<file path="src/hdl/maxg_pkg.sv">
package maxg_pkg;

   // widths fixed by the field definitions
   localparam int VALUE_W    = 16;
   localparam int CHAN_W     = 8;
   localparam int SW_W       = 4;
   localparam int GS_RAW_W   = 5;
   localparam int CC_RAW_W   = 9;
   localparam int PC_W       = 13;
   localparam int CSR_IDX_W  = 2;
   localparam int CSR_DATA_W = 13;

   // register indexes on the csr port
   localparam logic [CSR_IDX_W-1:0] CSR_GROUP_SIZE     = 2'd0;
   localparam logic [CSR_IDX_W-1:0] CSR_CHANNEL_COUNT  = 2'd1;
   localparam logic [CSR_IDX_W-1:0] CSR_POSITION_COUNT = 2'd2;

   // result kinds
   localparam logic KIND_FWD = 1'b0;
   localparam logic KIND_BWD = 1'b1;

   typedef struct packed {
      logic                      kind;
      logic signed [VALUE_W-1:0] value;
      logic [CHAN_W-1:0]         channel;
      logic [CHAN_W-1:0]         winner;
      logic                      last;
   } rsp_type;

endpackage

</file>
<file path="src/hdl/maxg_fwd.sv">
module maxg_fwd
   import maxg_pkg::*;
#(
   parameter int MAX_GROUP      = 16,
   parameter int MAX_CHANNELS   = 256,
   parameter int SWITCH_ENTRIES = 4096,
   localparam int GS_W  = $clog2(MAX_GROUP + 1),
   localparam int CNT_W = $clog2(MAX_CHANNELS + 1),
   localparam int SUM_W = $clog2(MAX_CHANNELS + 2 * MAX_GROUP + 1),
   localparam int AW    = $clog2(SWITCH_ENTRIES)
) (
   input  logic                      clock,
   input  logic                      reset,
   input  logic                      clear,
   input  logic                      accept,
   input  logic signed [VALUE_W-1:0] value,
   input  logic [GS_W-1:0]           gs,
   input  logic [CNT_W-1:0]          cc,
   input  logic [PC_W-1:0]           pc,
   output logic                      push,
   output rsp_type                   rsp,
   output logic                      wr_en,
   output logic [AW-1:0]             wr_addr,
   output logic [SW_W-1:0]           wr_data
);

   logic [CNT_W-1:0]          ch_ff, base_ff, grp_ff;
   logic [GS_W-1:0]           mc_ff, roff_ff;
   logic signed [VALUE_W-1:0] rmax_ff;
   logic [PC_W-1:0]           pos_ff;
   logic [AW-1:0]             addr_ff;

   logic [SUM_W-1:0]          grp_end, winner_sum;
   logic                      in_group, take, done, ch_wrap, pos_wrap;
   logic signed [VALUE_W-1:0] max_in;
   logic [GS_W-1:0]           off_in, mc_in;
   logic [SUM_W+CHAN_W-1:0]   winner_ext;
   logic [CNT_W+CHAN_W-1:0]   grp_ext;
   logic [GS_W+SW_W-1:0]      off_ext;
   logic [AW-1:0]             addr_next;

   always_comb begin
      grp_end    = SUM_W'(base_ff) + SUM_W'(gs);
      in_group   = grp_end <= SUM_W'(cc);
      take       = (mc_ff == '0) || (value > rmax_ff);
      max_in     = take ? value : rmax_ff;
      off_in     = take ? mc_ff : roff_ff;
      mc_in      = mc_ff + GS_W'(1);
      done       = in_group && (mc_in >= gs);
      ch_wrap    = (SUM_W'(ch_ff) + SUM_W'(1)) >= SUM_W'(cc);
      pos_wrap   = ({1'b0, pos_ff} + (PC_W + 1)'(1)) >= {1'b0, pc};
      winner_sum = SUM_W'(base_ff) + SUM_W'(off_in);
      winner_ext = {{CHAN_W{1'b0}}, winner_sum};
      grp_ext    = {{CHAN_W{1'b0}}, grp_ff};
      off_ext    = {{SW_W{1'b0}}, off_in};
      addr_next  = (addr_ff == AW'(SWITCH_ENTRIES - 1)) ? '0 : addr_ff + AW'(1);
   end

   always_ff @(posedge clock) begin
      if (reset || clear) begin
         ch_ff   <= '0;
         base_ff <= '0;
         grp_ff  <= '0;
         mc_ff   <= '0;
         roff_ff <= '0;
         rmax_ff <= '0;
         pos_ff  <= '0;
         addr_ff <= '0;
      end else if (accept) begin
         if (in_group) begin
            rmax_ff <= max_in;
            if (done) begin
               mc_ff   <= '0;
               roff_ff <= '0;
               base_ff <= CNT_W'(grp_end);
               grp_ff  <= grp_ff + CNT_W'(1);
               addr_ff <= addr_next;
            end else begin
               mc_ff   <= mc_in;
               roff_ff <= off_in;
            end
         end
         if (ch_wrap) begin
            // end of position: restart group tracking
            ch_ff   <= '0;
            base_ff <= '0;
            grp_ff  <= '0;
            mc_ff   <= '0;
            roff_ff <= '0;
            if (pos_wrap) begin
               pos_ff  <= '0;
               addr_ff <= '0;
            end else begin
               pos_ff <= pos_ff + PC_W'(1);
            end
         end else begin
            ch_ff <= ch_ff + CNT_W'(1);
         end
      end
   end

   assign push        = accept && done;
   assign rsp.kind    = KIND_FWD;
   assign rsp.value   = max_in;
   assign rsp.channel = grp_ext[CHAN_W-1:0];
   assign rsp.winner  = winner_ext[CHAN_W-1:0];
   assign rsp.last    = 1'b1;
   assign wr_en       = accept && done;
   assign wr_addr     = addr_ff;
   assign wr_data     = off_ext[SW_W-1:0];

endmodule

</file>
<file path="config.mk">
export PLATFORM = sky130hd
export DESIGN_NAME = maxg_fwd
export DESIGN_NICKNAME = d
export VERILOG_FILES = /design/src/hdl/maxg_pkg.sv /design/src/hdl/maxg_fwd.sv
export SDC_FILE = /design/constraint.sdc
export NUM_CORES = 1
export LEC_CHECK = 0
export ABC_CLOCK_PERIOD_IN_PS = 5200
export BUFFER_PORTS_ARGS = -buffer_cell sky130_fd_sc_hd__buf_2
export CAP_MARGIN = 20
export CORE_MARGIN = 2
export CORE_UTILIZATION = 57
export DETAILED_ROUTE_END_ITERATION = 7
export HOLD_SLACK_MARGIN = 0.15
export PLACE_DENSITY = 0.77
export SLEW_MARGIN = 10
export SYNTH_ARGS = -nofsm -noshare
export SYNTH_HDL_FRONTEND = slang
export SYNTH_SLANG_ARGS = --single-unit
</file>
<file path="constraint.sdc">
create_clock -name clock -period 5.2 [get_ports clock]
set_clock_uncertainty 0.2 [all_clocks]
set_input_delay 0.78 -clock clock [delete_from_list [all_inputs] [get_ports clock]]
set_output_delay 0.78 -clock clock [all_outputs]
set_load 0.02 [all_outputs]
</file>
Yosys cells after proc, flatten, opt, wreduce, memory -nomap -nowiden:

Index checks and enable logic that the tools add are counted.

* bits in registers: 78
* bits of input ports: 47
* output and inout bits: 52
* logic and storage cells: 54

* add/sub/neg operators: 8
* order comparisons: 5
* eq/ne operators: 1
* muxes and demuxes: 21
* reduce and logical (&&, ||, !) cells: 11

Operators with widths (count)
* 9-bit two-way mux: 7
* 12-bit two-way mux: 5
* 5-bit two-way mux: 7
* 9-bit by 1-bit adder with 9-bit output (second input constant): 2
* 16-bit greater-than comparator: 1
* 16-bit two-way mux: 1
* 13-bit by 1-bit adder with 14-bit output (second input constant): 1
* 14-bit by 13-bit greater-or-equal comparator with 1-bit output: 1
* 13-bit by 1-bit adder with 13-bit output (second input constant): 1
* 13-bit two-way mux: 1
* 12-bit by 1-bit adder with 12-bit output (second input constant): 1
* 12-bit equality test (second input constant): 1
* 9-bit by 5-bit adder with 9-bit output: 1
* 9-bit greater-or-equal comparator: 1
* 9-bit less-or-equal comparator: 1
* 8-bit by 5-bit adder with 8-bit output: 1
* 2-bit AND reduction: 3
* 5-bit by 1-bit adder with 5-bit output (second input constant): 1
* 5-bit greater-or-equal comparator: 1
* 5-bit logical NOT: 1
* 2-bit nonzero test: 2
* 3-bit AND reduction: 1
* 1-bit logical AND: 2
* 1-bit logical OR: 2

Depth between registers and ports, before layout:

Gate-level depths: netlist of run 1.

* word-level depth: 7
* mapped depth: 18
* mapped depth without buffers: 16

Least setup slack after synthesis of run 1:

Ideal clock, no wire load.

* kind: input to output
* start point: input value[15]
* end point: output rsp[8] (netlist bit)
* arrival time: 4.523 ns
* data required time: 4.220 ns
* path slack: -0.303 ns
* stages: 15
* path buffers: 1
* path through: ha_1 -> nand4_2 -> or4_1 -> a21o_1 -> a31oi_4 -> nor2_4 -> buf_6 -> o21ai_0 -> ha_1 -> a21o_1 -> a21oi_1 -> o21bai_1 -> a21oi_1 -> nor2_1 -> xor2_1

RTL lines
* start: declaration: RTL line maxg_fwd.sv:16 `input logic signed [VALUE_W-1:0] value,`
* end: declaration: RTL line maxg_fwd.sv:21 `output rsp_type rsp,`

==> results_dict.tcl, run 1 <==
set metrics [dict create \
    first_pass_iters 5 \
    cp_slowest_cell "or4_4" \
    path_clk_slew_ps 80 \
    cp.required_ps 4220 \
    portBuffers 96 \
    cap_violations 0 \
    internal_power_mw 0.953 \
    p_per_area_mw_per_mm2 203 \
    hp-class "reg -> reg" \
    finalHoldViolCount 0 \
    syn-cell-area_sq_mm 0.00559 \
    grt_remaining_overflow 0 \
    cts_tree "yes" \
    ant_nets 0 \
    cp_cell_sequence "buf_2 -> ha_1 -> nand4_2 -> or4_4 -> a21o_1 -> a31oi_4 -> nor2_4 -> nand2_1 -> o21ai_1 -> ha_2 -> fa_2 -> a21o_1 -> a21oi_2 -> nor2b_1 -> o21ai_1 -> xnor2_1 -> buf_4" \
    end_kind "primary output" \
    crit_family "compound AO/OA/AOI/OAI gates" \
    clockPowerShare 0.396 \
    avgSynthCellArea_sq_um 8.03 \
    cp_max_fo 6 \
    cts_buffer_depth 2 \
    sw_frac_of_total 0.271 \
    reg2regPathDepth 15 \
    status "finished clean" \
    r2r_end "base_ff[0]$_SDFFE_PP0P_" \
    area_delta_synth_final_pct 15.3 \
    grt_pass1_vias 4872 \
    hold_start "roff_ff[2]$_SDFFE_PP0P_" \
    place.gp.congestion 0.871 \
    p_leak_nw 2.90 \
    htree_levels 3 \
    final_layout_size_suffix_gt1_frac 0.207 \
    finalSetupViolCount 0 \
    max_slew.worst_pin.slew_ps 764 \
    instances_no_fill 921 \
    n_antenna_cell 0 \
    cts_setup_buffers 0 \
    seq_area_frac_synth 0.276 \
    via_count 5314 \
    critical_path_class "in -> out" \
    hpwl_mm 10.5 \
    critPathMaxStageDelay_ps 580 \
    fmax_ghz 0.197 \
    clock-root-buffer "clkbuf_8" \
    fill_cells 859 \
    whs_path_depth 1 \
    core_area_sq_mm 0.00964 \
    io_pins 99 \
    cts_buffers 9 \
    cp.buffers_inverters 2 \
    ys_warn_count 0 \
    report.final.slew_viol_count 0 \
    period_share 0.976 \
    die_w_um 103 \
    die_h_um 103 \
    totalWireLength_mm 13.8 \
    seq_power_share 0.460 \
    antenna_found_initial 0 \
    clkLatencyLatePin_ps 360 \
    cts_hold_buf 0 \
    fin_crit_ps 5080 \
    initialDrtViolationCount 251 \
    cp-start-kind "input port" \
    rr_startpoint "base_ff[0]$_SDFFE_PP0P_" \
    pwr-share-comb 0.144 \
    synth_fp_nets 813 \
    die_area_sq_mm 0.0106 \
    synthDistinctLibCells 65 \
    dp.cells 905 \
    wire_per_inst_um 15.0 \
    drc 0 \
    holdPathEnd "roff_ff[2]$_SDFFE_PP0P_" \
    start_util 0.580 \
    r2r_slack_ps 1000 \
    grt_pass1_wl_mm 22.4 \
    slew_headroom 0.483 \
    synth_async_sr_flop_share 0 \
    switchingPower_mw 0.354 \
    peakVddDrop_mv 0.167 \
    grt_max_degree 43 \
    rows 36 \
    cts.sinks 77 \
    grt_usage 0.264 \
    worstPathArrival_ps 4100 \
    fin_util 0.669 \
    viasPerCell 5.77 \
    synth-edff-count 0 \
    synth-seq-cells 77 \
    ys_dominant_reg_cell "dfxtp_1" \
    final_nets 900 \
    synth_cells 696 \
]
cell usage after synthesis (3+ instances only):
library cell   n  area [sq um]
a21o_1         8          60.1
a21oi_1       58           290
a22o_1         4          35.0
a22oi_1        3          22.5
and3_1         9          56.3
and4_1         4          35.0
buf_1          4          15.0
buf_2          5          25.0
buf_4          3          22.5
clkbuf_1      15          56.3
dfxtp_1       77          1540
ha_1          68           851
inv_1         57           214
mux2_2         4          45.0
mux2_4        13           195
nand2_1       77           289
nand3_1       52           260
nand3b_1       8          60.1
nand4_1       24           150
nor2_1        33           124
nor2b_1        6          37.5
nor3_1        18          90.1
o211ai_1       3          22.5
o21a_1         3          22.5
o21ai_0       38           190
o21ai_1        4          20.0
o31ai_1        3          22.5
or2_2          4          25.0
or3_1          3          18.8
xnor2_1       24           210
xor2_1        20           175
area by class of cell:
type | instances | area, sq um | share of cell area
clock buffer | 10 | 138 | 0.0214
tap | 133 | 166 | 0.0258
sequential | 77 | 1540 | 0.239
timing repair buffer | 105 | 554 | 0.0860
inverter | 59 | 221 | 0.0344
clock inverter | 6 | 86.3 | 0.0134
multi-input combinational | 531 | 3740 | 0.580
layout by cell type, fill, tap and decap left out, types with 3 or more instances in the layout:
cell type	n
o31ai_1	3
buf_2	95
nor2_1	32
o21a_1	3
nand3b_1	8
xor2_1	20
nand4_1	24
mux2_4	13
o21ai_2	3
buf_4	9
ha_1	66
or3_1	3
clkbuf_8	10
o21ai_1	6
dfxtp_1	77
or2_2	4
nand2_1	77
xnor2_1	24
a21oi_1	55
a22o_1	4
and3_1	9
nor2b_1	6
and4_1	4
a21o_1	8
a22oi_1	3
nor3_1	18
inv_1	57
mux2_2	4
nand3_1	52
o21ai_0	35
a21oi_2	3
o211ai_1	3
timing repair:
item                       in CTS  in global routing
resized for setup               2                 11
pin swaps                       0                  1
cloned                          0                  0
setup endpoints to repair       1                  3
sequential cells by signal, summed over array words and instances (netlist names):
signal / cells
grp_ff: 8
roff_ff: 5
ch_ff: 9
wr_addr: 12
pos_ff: 13
rmax_ff: 16
base_ff: 9
mc_ff: 5
metrics by stage:
| step | power (mW) | hold WS [ps] | setup TNS (ps) | worst slack (ps) | cell area [sq um] |
|---|---|---|---|---|---|
| final | 1.31 | 273 | 0 | 122 | 6450 |
| after CTS | 1.31 | 271 | 0 | 12.2 | 6400 |
| after detailed placement | 0.799 | 250 | -31.3 | -31.3 | 6170 |
| after global placement | 0.790 | 242 | 0 | 114 | 6170 |
| after floorplan | 0.737 | 232 | -45.1 | -45.1 | 5590 |
| after global routing | 1.36 | 292 | -75.5 | -47.5 | 6450 |
cell families after synthesis:
| group | after synthesis | synth area share |
|---|---|---|
| compound gates | 148 | 0.164 |
| simple gates | 250 | 0.223 |
| buf+inv | 88 | 0.0649 |
| flops | 77 | 0.276 |
| mux | 17 | 0.0430 |
| xor+xnor | 44 | 0.0689 |
| other cells | 2 | 0.00134 |
| fa+ha+maj | 70 | 0.159 |
layer usage:
layer	global-route usage	vias up	wire [um]
li1	-	2632	-
met1	0.332	2524	6150
met2	0.459	138	6830
met3	0.0454	20	644
met4	0.0860	0	224
met5	0	-	0
worst max path at each step:
stage               from  endpoint  slack, ps  cells past startpoint
2_1_floorplan  value[15]    rsp[8]        -50                     15
3_3_place_gp   value[15]    rsp[7]        110                     17
3_5_place_dp   value[15]    rsp[7]        -30                     17
4_1_cts        value[15]    rsp[7]         10                     17
5_1_grt        value[14]    rsp[7]        -50                     17
6_report       value[14]    rsp[7]        120                     17
power by group through the flow:
| stage | logic, mW | registers [mW] | clock network [mW] |
|---|---|---|---|
| 2_1_floorplan | 0.123 | 0.613 | 0 |
| 3_3_place_gp | 0.176 | 0.614 | 0 |
| 3_5_place_dp | 0.184 | 0.615 | 0 |
| 4_1_cts | 0.185 | 0.601 | 0.524 |
| 5_1_grt | 0.210 | 0.602 | 0.551 |
| 6_report | 0.188 | 0.601 | 0.518 |
No activity file was read; power rests on OpenSTA's default activity.
==> inputs of run 2 (changes only) <==
Settings changed: CORE_ASPECT_RATIO set to 0.5.
==> run 2 against run 1 <==
Net effect: fmax increased by 0.92%; first-iteration DRC count is 16% higher; final cell count grew 0.43%; design area grew 1.0%; die area grew 0.45%; total power up 9.3%.
==> results_dict.tcl, run 2 (synthesis gave the netlist of run 1 again) <==
set metrics [dict create \
    area_delta_synth_final_pct 16.5 \
    dpl_cell_area_sq_mm 0.00618 \
    r2r_slack_ps 1100 \
    ant_nets 0 \
    cts_setup_buffers 0 \
    worstPathArrival_ps 4050 \
    grt_use_met2 0.448 \
    cts.sinks 77 \
    cts_buffer_depth 2 \
    peakVddDrop_mv 0.159 \
    path_clk_slew_ps 70 \
    clock-root-buffer "clkbuf_16" \
    top_register "rmax_ff" \
    rr_startpoint "base_ff[1]$_SDFFE_PP0P_" \
    switchingPower_mw 0.384 \
    htree_levels 3 \
    clkLatencyLatePin_ps 340 \
    critical_path_class "in -> out" \
    clockPowerShare 0.450 \
    p_leak_nw 2.93 \
    grtUsageMet3 0.0534 \
    hp-class "reg -> reg" \
    fin_util 0.687 \
    antenna_found_initial 0 \
    hold_start "pos_ff[12]$_SDFFE_PP0P_" \
    die_w_um 144 \
    rows 25 \
    cts-resized-gates 0 \
    place.gp.congestion 0.879 \
    report.final.slew_viol_count 0 \
    hpwl_mm 9.93 \
    end_kind "primary output" \
    status "finished clean" \
    whs_path_depth 2 \
    drc 0 \
    finalSetupViolCount 0 \
    grt_remaining_overflow 0 \
    mostFrequentLayoutCells "buf_2 (95), nand2_1 (77), dfxtp_1 (77), ha_1 (68)" \
    cap_violations 0 \
    reg2regPathDepth 17 \
    first_pass_iters 4 \
    layout_commonest_cell "buf_2" \
    via_count 5172 \
    die_area_sq_mm 0.0107 \
    totalWireLength_mm 13.3 \
    cp_max_fo 6 \
    grt_max_degree 43 \
    finalHoldViolCount 0 \
    dp.cells 909 \
    p_per_area_mw_per_mm2 220 \
    final_nets 902 \
    wire_per_inst_um 14.4 \
    worst_hold_slack_ps 250 \
    core_area_sq_mm 0.00948 \
    initialDrtViolationCount 292 \
    rsz0062_at_grt "no" \
    cp.required_ps 4220 \
    instances_no_fill 925 \
    cp-start-kind "input port" \
    max_slew.worst_pin.slew_ps 871 \
    portBuffers 96 \
    grt_pass1_vias 4674 \
    final_layout_size_suffix_gt1_frac 0.203 \
    holdPathEnd "pos_ff[12]$_SDFFE_PP0P_" \
    grt_usage 0.256 \
    cts_buffers 9 \
    seq_power_share 0.421 \
    pwr-share-comb 0.129 \
    viasPerCell 5.59 \
    io_pins 99 \
    grt_use_met1 0.325 \
    grt_busiest_layer "met2" \
    grt_pass1_wl_mm 21.7 \
    cts_hold_buf 0 \
    fin_crit_ps 5030 \
    cts_tree "yes" \
    start_util 0.590 \
    n_antenna_cell 0 \
    sw_frac_of_total 0.269 \
    r2r_end "grp_ff[6]$_SDFFE_PP0P_" \
    slew_headroom 0.411 \
    internal_power_mw 1.05 \
    largest_reg_flops 16 \
    fmax_ghz 0.199 \
    period_share 0.968 \
    fin_area_sq_mm 0.00651 \
    die_h_um 74.0 \
]
[run 2: per-stage QoR]
stage               TNS [ps]  worst slack, ps  power [mW]
floorplan              -45.1            -45.1       0.737
global placement           0              141       0.793
detailed placement         0             19.4       0.798
CTS                        0             12.0        1.44
global route               0             2.71        1.49
finish                     0              169        1.43
[run 2: how the worst max path moves through the flow]
| stage | cells after the start | endpoint | from |
|---|---|---|---|
| after global placement | 17 | rsp[7] | value[15] |
| after global routing | 17 | rsp[8] | value[15] |
| final | 17 | rsp[7] | value[15] |
| after floorplan | 15 | rsp[8] | value[15] |
| after CTS | 17 | rsp[7] | value[15] |
| after detailed placement | 17 | rsp[7] | value[15] |
[run 2: power by group through the flow]
stage          combinational (mW)  clock [mW]  sequential [mW]
3_3_place_gp                0.178           0            0.614
5_1_grt                     0.206       0.679            0.602
4_1_cts                     0.184       0.655            0.601
2_1_floorplan               0.123           0            0.613
3_5_place_dp                0.183           0            0.615
6_report                    0.185       0.644            0.601
[run 2: cell type report]
class / count / area, sq um
clock buffers: 10 / 229
clock inverters: 6 / 70.1
fillers: 807 / 2970
inverters: 59 / 221
multi-input cells: 531 / 3720
flip-flops and latches: 77 / 1540
well taps: 135 / 169
repair buffers: 107 / 566
[run 2: critical path, stage by stage]
cell	delay [ps]
buf_2	120
ha_1	330
nand4_2	120
or4_4	550
a21o_1	190
a31oi_4	200
nor2_4	80
nand2_1	100
o21ai_1	90
ha_1	220
fa_2	350
a21o_1	190
a21oi_2	180
nor2b_1	80
o21ai_1	150
xnor2_1	140
buf_4	160
[run 2: per-layer routing]
metal  wire length (um)  up-vias
met5                  0        -
met4                171        0
met3                657       16
met2               6310      107
met1               6170     2409
li1                   -     2640
==> inputs of run 3 (changes only) <==
Settings changed: CORE_UTILIZATION 57 to 55, PLACE_DENSITY 0.77 to 0.75.
==> run 3 against run 2 <==
Net effect: count of clock-buffer cells in the layout rose by 1; worst hold slack gained 17 ps; setup slack improved by 35 ps; wire length rose by 1.7%; critical path type unchanged; critical endpoint is now rsp[8]; largest cell class unchanged.
==> results_dict.tcl, run 3 (synthesis gave the netlist of run 1 again) <==
set metrics [dict create \
    status "finished clean" \
    portBuffers 96 \
    period_share 0.961 \
    finalSetupViolCount 0 \
    p_leak_nw 2.95 \
    fin_tns_setup_ps 0 \
    totalWireLength_mm 13.5 \
    start_util 0.579 \
    largest_reg_flops 16 \
    grt_pass1_vias 4723 \
    critPathMaxStageDelay_ps 550 \
    n_antenna_cell 0 \
    max_slew.worst_pin.slew_ps 1090 \
    cts_hold_buf 0 \
    die_h_um 75.3 \
    top_register "rmax_ff" \
    fin_crit_ps 5000 \
    report.final.slew_viol_count 0 \
    wire_per_inst_um 14.6 \
    area_delta_synth_final_pct 16.8 \
    crit_family "simple AND/OR/NAND/NOR gates" \
    clkLatencyLatePin_ps 340 \
    p_total_mw 1.42 \
    first_pass_iters 4 \
    cts.sinks 77 \
    cap_violations 0 \
    io_pins 99 \
    grt_pass1_wl_mm 21.9 \
    worstPathArrival_ps 4020 \
    grt_max_degree 36 \
    cts_buffer_depth 2 \
    cp_cell_sequence "buf_2 -> ha_1 -> nand4_2 -> or4_4 -> o22ai_1 -> a31oi_4 -> nor2_4 -> buf_4 -> mux2_2 -> ha_1 -> inv_1 -> o21bai_1 -> a21oi_2 -> nor2_1 -> xor2_1 -> buf_2" \
    slew_headroom 0.275 \
    cp.required_ps 4220 \
    cp_slowest_cell "or4_4" \
    hp-class "reg -> reg" \
    drc 0 \
    viasPerCell 5.58 \
    cp.buffers_inverters 4 \
    p_per_area_mw_per_mm2 218 \
    crit_start "value[14]" \
    rsz0062_at_grt "no" \
    fill_cells 818 \
    antenna_found_initial 0 \
    die_w_um 147 \
    cts_tree "yes" \
    peakVddDrop_mv 0.122 \
    cts_buffers 9 \
    cp-start-kind "input port" \
    cp_max_fo 6 \
    via_count 5177 \
    fmax_ghz 0.200 \
    dp.cells 910 \
    core_area_sq_mm 0.00967 \
    htree_levels 3 \
    finalHoldViolCount 0 \
    clock-root-buffer "clkbuf_16" \
    rr_startpoint "base_ff[0]$_SDFFE_PP0P_" \
    instances_no_fill 927 \
    final_layout_size_suffix_gt1_frac 0.205 \
    hpwl_mm 10.2 \
    end_kind "primary output" \
    layout_commonest_cell "buf_2" \
    hold_start "pos_ff[12]$_SDFFE_PP0P_" \
    initialDrtViolationCount 221 \
    critical_path_class "in -> out" \
    rows 25 \
    final_nets 904 \
    path_clk_slew_ps 60 \
    die_area_sq_mm 0.0110 \
    place.gp.congestion 0.844 \
    ant_nets 0 \
    grt_remaining_overflow 0 \
    grt_usage 0.247 \
    mostFrequentLayoutCells "buf_2 (95), nand2_1 (77), dfxtp_1 (77), ha_1 (67), inv_1 (57)" \
]
-- run 3: changes by cell type in the layout (fill, tap and decap cells not counted), sizes merged --
cell,before,now
inv,60,59
clkinv,1,3
buf,107,109
clkbuf,10,11
clkinvlp,3,1
-- run 3: through the flow --
stage / instance area, sq um / hold WS (ps) / utilization / worst slack (ps)
5_1_grt: 6530 / 290 / 0.676 / 10.1
6_report: 6530 / 267 / 0.676 / 203
3_3_place_gp: 6190 / 241 / 0.641 / 141
4_1_cts: 6480 / 266 / 0.671 / 37.7
2_1_floorplan: 5590 / 232 / - / -45.1
3_5_place_dp: 6190 / 258 / 0.641 / 57.2
-- run 3: worst register-to-register path: cells and delay by family, from the launching register on --
family                     cells  cell delay [ps]
adders and majority gates      3              930
and+or+nand+nor                3              360
xor gates and xnor gates       1              190
AOI/OAI and AO/OA              8             1930
DFF                            1              370
-- run 3: repair_timing --
item / in CTS / in global routing
endpoints found under the setup margin: 0 / 3
resized for setup: 0 / 9
setup buffers: 0 / 1
-- run 3: cell type report --
cell class | count | area, sq um | area share
clock buffers | 11 | 233 | 0.0356
repair buffers | 109 | 581 | 0.0889
clock inverters | 5 | 60.1 | 0.00920
flip-flops and latches | 77 | 1540 | 0.236
inverters | 59 | 221 | 0.0339
multi-input cells | 531 | 3730 | 0.570
well taps | 135 | 169 | 0.0259
-- run 3: worst paths after layout --
check / end / slack (ps) / cells after the start
max: rsp[8] / 200 / 16
max reg2reg: base_ff[0]$_SDFFE_PP0P_ / 1100 / 15
min: pos_ff[12]$_SDFFE_PP0P_ / 270 / 2
min reg2reg: pos_ff[12]$_SDFFE_PP0P_ / 270 / 2
-- run 3: layer usage --
layer,vias up,GRT usage,part of all wire
li1,2643,-,-
met1,2400,0.303,0.47
met2,118,0.454,0.48
met3,16,0.0473,0.041
met4,0,0.0734,0.012
met5,-,0,0
-- run 3: power breakdown --
part / internal, mW / leakage, nW / switching [mW]
Sequential: 0.596 / 0.622 / 0.00558
Combinational: 0.0765 / 2.18 / 0.111
Clock: 0.374 / 0.140 / 0.260
Total: 1.05 / 2.95 / 0.376
